[src/hdl/ewfib_pkg.sv]
`timescale 1ns / 1ps
// Package for the event window filter and image binner.
// It holds the image geometry, codes, shared types, the window check and the bin address helper.
// It has no dependencies.
package ewfib_pkg;

  // Image store geometry.
  localparam int unsigned IMG_COLS   = 512;
  localparam int unsigned IMG_ROWS   = 512;
  localparam int unsigned STORE_BINS = IMG_COLS * IMG_ROWS;
  localparam int unsigned IDX_W      = (STORE_BINS > 1) ? $clog2(STORE_BINS) : 1;
  localparam logic [IDX_W-1:0] LAST_BIN = IDX_W'(STORE_BINS - 1);
  localparam logic [15:0] COLS_W16 = 16'(IMG_COLS);
  localparam logic [15:0] ROWS_W16 = 16'(IMG_ROWS);

  localparam int unsigned CFG_DATA_W = 64;
  localparam int unsigned CFG_IDX_W  = 3;

  // Command codes.
  localparam logic CMD_BIN  = 1'b0;
  localparam logic CMD_READ = 1'b1;

  // Configuration register indexes.
  typedef enum logic [CFG_IDX_W-1:0] {
    CFG_X_WINDOW       = 3'd0,
    CFG_Y_WINDOW       = 3'd1,
    CFG_ENERGY_WINDOW  = 3'd2,
    CFG_TIME_WINDOW    = 3'd3,
    CFG_DET_WINDOW     = 3'd4,
    CFG_CHIP_RANGE     = 3'd5
  } cfg_idx_e;

  // Reject reasons, in check order.
  typedef enum logic [2:0] {
    RSN_NONE   = 3'd0,
    RSN_CHIP   = 3'd1,
    RSN_PIXEL  = 3'd2,
    RSN_ENERGY = 3'd3,
    RSN_TIME   = 3'd4,
    RSN_DET    = 3'd5
  } reason_e;

  // Controller states.
  typedef enum logic [1:0] {
    ST_CLEAR,
    ST_IDLE,
    ST_UPDATE
  } state_e;

  // Configuration register file.
  typedef struct packed {
    logic [31:0] x_window;
    logic [31:0] y_window;
    logic [63:0] energy_window;
    logic [63:0] time_window;
    logic [63:0] det_window;
    logic [7:0]  chip_range;
  } cfg_t;

  // One incoming request.
  typedef struct packed {
    logic               command;
    logic [3:0]         chip_id;
    logic [15:0]        pixel_x;
    logic [15:0]        pixel_y;
    logic signed [31:0] energy;
    logic signed [31:0] arrival_time;
    logic signed [31:0] detector_energy;
    logic [8:0]         bin_col;
    logic [8:0]         bin_row;
  } item_t;

  // Filter verdict handed to the controller.
  typedef struct packed {
    logic             is_read;
    logic             do_mem;
    reason_e          reason;
    logic [IDX_W-1:0] index;
  } decision_t;

  // A value window with both bounds negative is off. Otherwise the lower bound
  // always applies and the upper bound applies only when it is not negative.
  function automatic logic window_fails(input logic [63:0] w,
                                        input logic signed [31:0] v);
    logic signed [31:0] lo;
    logic signed [31:0] hi;
    logic               fails;
    lo = signed'(w[31:0]);
    hi = signed'(w[63:32]);
    fails = 1'b0;
    if (!(lo[31] && hi[31])) begin
      if (v < lo) begin
        fails = 1'b1;
      end else if (!hi[31] && (v > hi)) begin
        fails = 1'b1;
      end
    end
    return fails;
  endfunction

  // Linear bin address: row-major order.
  function automatic logic [IDX_W-1:0] bin_index(input logic [15:0] row,
                                                 input logic [15:0] col);
    return IDX_W'(IDX_W'(row) * IDX_W'(IMG_COLS) + IDX_W'(col));
  endfunction

endpackage

[src/hdl/ewfib_filter.sv]
`timescale 1ns / 1ps
// Request filter: chip, pixel window and value window checks plus bin address.
// Depends on ewfib_pkg.
module ewfib_filter
  import ewfib_pkg::*;
(
  input  cfg_t      cfg_i,
  input  item_t     item_i,
  output decision_t dec_o
);

  logic [3:0]  chip_first;
  logic [3:0]  chip_last;
  logic [15:0] x0, x1, y0, y1;
  logic [15:0] dx, dy;
  logic        chip_bad;
  logic        pixel_bad;
  logic        read_in_range;
  reason_e     reason;

  assign chip_first = cfg_i.chip_range[3:0];
  assign chip_last  = cfg_i.chip_range[7:4];
  assign x0 = cfg_i.x_window[15:0];
  assign x1 = cfg_i.x_window[31:16];
  assign y0 = cfg_i.y_window[15:0];
  assign y1 = cfg_i.y_window[31:16];
  assign dx = item_i.pixel_x - x0;
  assign dy = item_i.pixel_y - y0;

  // Chip range and pixel window; the pixel must also land inside the store.
  assign chip_bad = (item_i.chip_id < chip_first) || (item_i.chip_id > chip_last);
  assign pixel_bad = (item_i.pixel_x < x0) || (item_i.pixel_x >= x1) ||
                     (item_i.pixel_y < y0) || (item_i.pixel_y >= y1) ||
                     (dx >= COLS_W16) || (dy >= ROWS_W16);

  assign read_in_range = ({7'd0, item_i.bin_col} < COLS_W16) &&
                         ({7'd0, item_i.bin_row} < ROWS_W16);

  // First failing check gives the reason.
  always_comb begin
    if (chip_bad) begin
      reason = RSN_CHIP;
    end else if (pixel_bad) begin
      reason = RSN_PIXEL;
    end else if (window_fails(cfg_i.energy_window, item_i.energy)) begin
      reason = RSN_ENERGY;
    end else if (window_fails(cfg_i.time_window, item_i.arrival_time)) begin
      reason = RSN_TIME;
    end else if (window_fails(cfg_i.det_window, item_i.detector_energy)) begin
      reason = RSN_DET;
    end else begin
      reason = RSN_NONE;
    end
  end

  // Verdict: a read touches memory when in range, an event when it passes.
  always_comb begin
    if (item_i.command == CMD_READ) begin
      dec_o.is_read = 1'b1;
      dec_o.do_mem  = read_in_range;
      dec_o.reason  = RSN_NONE;
      dec_o.index   = bin_index({7'd0, item_i.bin_row}, {7'd0, item_i.bin_col});
    end else begin
      dec_o.is_read = 1'b0;
      dec_o.do_mem  = (reason == RSN_NONE);
      dec_o.reason  = reason;
      dec_o.index   = bin_index(dy, dx);
    end
  end

endmodule

[config.mk]
export PLATFORM = sky130hd
export DESIGN_NAME = ewfib_filter
export DESIGN_NICKNAME = d
export VERILOG_FILES = /design/src/hdl/ewfib_pkg.sv /design/src/hdl/ewfib_filter.sv
export SDC_FILE = /design/constraint.sdc
export NUM_CORES = 1
export LEC_CHECK = 0
export ABC_AREA = 1
export BUFFER_PORTS_ARGS = -buffer_cell sky130_fd_sc_hd__buf_4
export CAP_MARGIN = 40
export CORE_AREA = 2 2 171 173
export DETAILED_ROUTE_END_ITERATION = 8
export DIE_AREA = 0 0 173 175
export SLEW_MARGIN = 20
export SYNTH_ARGS = -nofsm -noshare
export SYNTH_HDL_FRONTEND = slang
export SYNTH_SLANG_ARGS = --single-unit
[constraint.sdc]
create_clock -name vclk -period 8.4
set_clock_uncertainty 0.2 [all_clocks]
set_input_delay 0 -clock vclk [all_inputs]
set_output_delay 0 -clock vclk [all_outputs]
set_load 0.05 [all_outputs]
==> flow_metrics.tcl <==
set metrics [dict create \
    dp_cells 2305 \
    grt.total_usage_pct 20.36 \
    cp-end-kind "primary output" \
    cp.arrival_ps 3510 \
    required_ps 8200 \
    core-area_um2 28390 \
    grt_max_degree 33 \
    worst_slew_pin_slew_ps 522.9 \
    hp-class "primary input to primary output" \
    antennaDiodeCount 0 \
    seq_cells 0 \
    clock_buffers 0 \
    via_count 10410 \
    die_x_um 173 \
    syn-instance-count 1487 \
    synth.distinct_cells 40 \
    synth_area_per_cell_um2 5.879 \
    layout_min_cycle_time_ps 3714 \
    dp_hpwl_um 29940 \
    ant_nets 0 \
    avgRoutedWirePerCell_um 13.82 \
    io_pins 438 \
    yosysWarnings 0 \
    maxSlewHeadroom_pct 64.82 \
    dieArea_um2 30280 \
    fmax_ghz 0.2693 \
    globalRouteOverflowTotal 0 \
    cts_setup_buffers 0 \
    initial_core_util_pct 30.79 \
    ir_drop_uv 25.55 \
    cts_resized 0 \
    grt_antenna_before_repair 0 \
    critPathLaunchType "primary input" \
    area_growth_pct 42.89 \
    rsz0062_at_grt "no" \
    drc 0 \
    ys_seq_area_share_pct 0 \
    grt_pass1_wl_um 51080 \
    routed.top_layer "met4" \
    io_buffers 438 \
    gp_congestion 0.8944 \
    setup_viol 0 \
    finalSetupTns_ps 0 \
    cp_max_fo 5 \
    chipHeight_um 175 \
    powerDensity_nw_per_um2 62.12 \
    synth_area_um2 8742 \
    synth_fp_nets 2172 \
    seqCellArea_um2 0 \
    num-nets-final 2608 \
    drv_slew 0 \
    leakage_nw 7.933 \
    period_share_pct 44.21 \
    path_class "primary input to primary output" \
    met2_length_um 16110 \
    route.layer.met1.wl_um 14020 \
    first_global_vias 10400 \
    rows 62 \
    maxCapViolCount 0 \
    avgViaCountPerCell 4.516 \
    first_pass_iters 4 \
    status "finished, final reports clean" \
    dr.first_iter.drc_count 296 \
    drive_gt1_share_pct 24.73 \
    fin_cells 2305 \
    hold_depth 4 \
    timing.final.hold_violations 0 \
    hold_buffers 0 \
    drt-total-wl_um 31850 \
    route.met3.wl_um 1430 \
]
## kinds of logic after synthesis
| logic type | count (synthesis) | share of synthesized area [%] |
|---|---|---|
| simple gates | 604 | 29.41 |
| buf+inv | 374 | 16.10 |
| fa+ha+maj | 270 | 38.90 |
| compound gates | 229 | 14.58 |
| xor+xnor | 10 | 1.002 |
## area by class of cell
cell class	instances	area [um2]
fill	3120	15900
inverter	370	1389
multi-input combinational	1113	7335
timing repair buffer	438	3288
tap	384	480.5
## final timing paths
path | start | end | slack (ps)
min | item_i[13] | dec_o[4] | 160
max | cfg_i[232] | dec_o[17] | 4690
## critical path, cell delays in order
cell and delay [ps]:
buf_4 110, ha_1 260, fa_1 390, inv_1 90
nand3_1 80, nand2_2 120, nand2_1 70, nand2_2 80
nand3b_1 100, nand2_1 70, nand2_1 50, nand2_1 90
inv_1 90, fa_1 440, nand2_1 90, nand2_1 60
a21oi_1 160, nor2_1 80, nor2_1 90, o21ai_0 130
and2_1 180, o21ai_0 190, xor2_1 170, nand2_1 60
nand2_1 60, buf_4 190
## stage by stage
| step | setup slack (ps) | total power [mW] | hold WS [ps] | utilization, % | instance area (um2) |
|---|---|---|---|---|---|
| 2_1_floorplan | 4648 | 0.4711 | -32.95 | - | 8742 |
| 3_3_place_gp | 4763 | 0.7675 | 158.5 | 44.00 | 12490 |
| 3_5_place_dp | 4672 | 0.7801 | 155.0 | 44.00 | 12490 |
| 4_1_cts | 4664 | 0.7841 | 155.5 | 44.00 | 12490 |
| 5_1_grt | 4384 | 0.8828 | 176.5 | 44.00 | 12490 |
| 6_report | 4686 | 0.7760 | 156.8 | 44.00 | 12490 |
## placed cells by master (no fill, tap or decap), drive strengths merged, types with 2 or more instances in the layout
cell,n
buf,438
nand2,385
inv,368
ha,267
a21oi,138
nor2,98
nand3,57
o21ai,46
nand4,28
nor3,17
o21a,13
nand3b,9
o21bai,9
xor2,8
o211ai,6
a21o,5
or2,5
a31oi,3
fa,3
and2,2
a41oi,2
a21boi,2
nor4,2
a211oi,2
clkinv,2
xnor2,2
a22o,2
## power by group
group          switching (mW)  total [mW]  internal (mW)
clock                       0           0              0
combinational           0.428       0.776          0.348
sequential                  0           0              0
total                   0.428       0.776          0.348
## per-layer routing
metal | global-route usage (%) | vias up
met5 | 0 | -
met4 | 1.589 | 0
met3 | 2.132 | 16
met2 | 39.28 | 242
met1 | 25.08 | 4504
li1 | - | 5648
## cells in the mapped netlist (all sizes together)
library cell  count  area (um2)
clkinv            2       7.510
o211ai            6       45.04
buf               1       7.510
nand2           385        1490
a31oi             3       18.77
nand3            57       300.3
nor2             98       382.9
ha              267        3341
nor4              2       12.51
a22o              2       17.52
o21bai            9       67.56
clkbuf            3       11.26
xor2              8       70.07
o21ai            46       234.0
nor3             17       90.09
and2              2       12.51
a21boi            2       15.01
o21a             13       97.59
nand4            28       175.2
a211oi            2       15.01
a21oi           138       701.9
nand3b            9       67.56
a21o              5       37.54
o31ai             1       7.510
and3              1       6.260
inv             368        1381
fa                3       60.06
a41oi             2       17.52
or2               5       33.79
xnor2             2       17.52
Power figures use the tool's default switching activity.
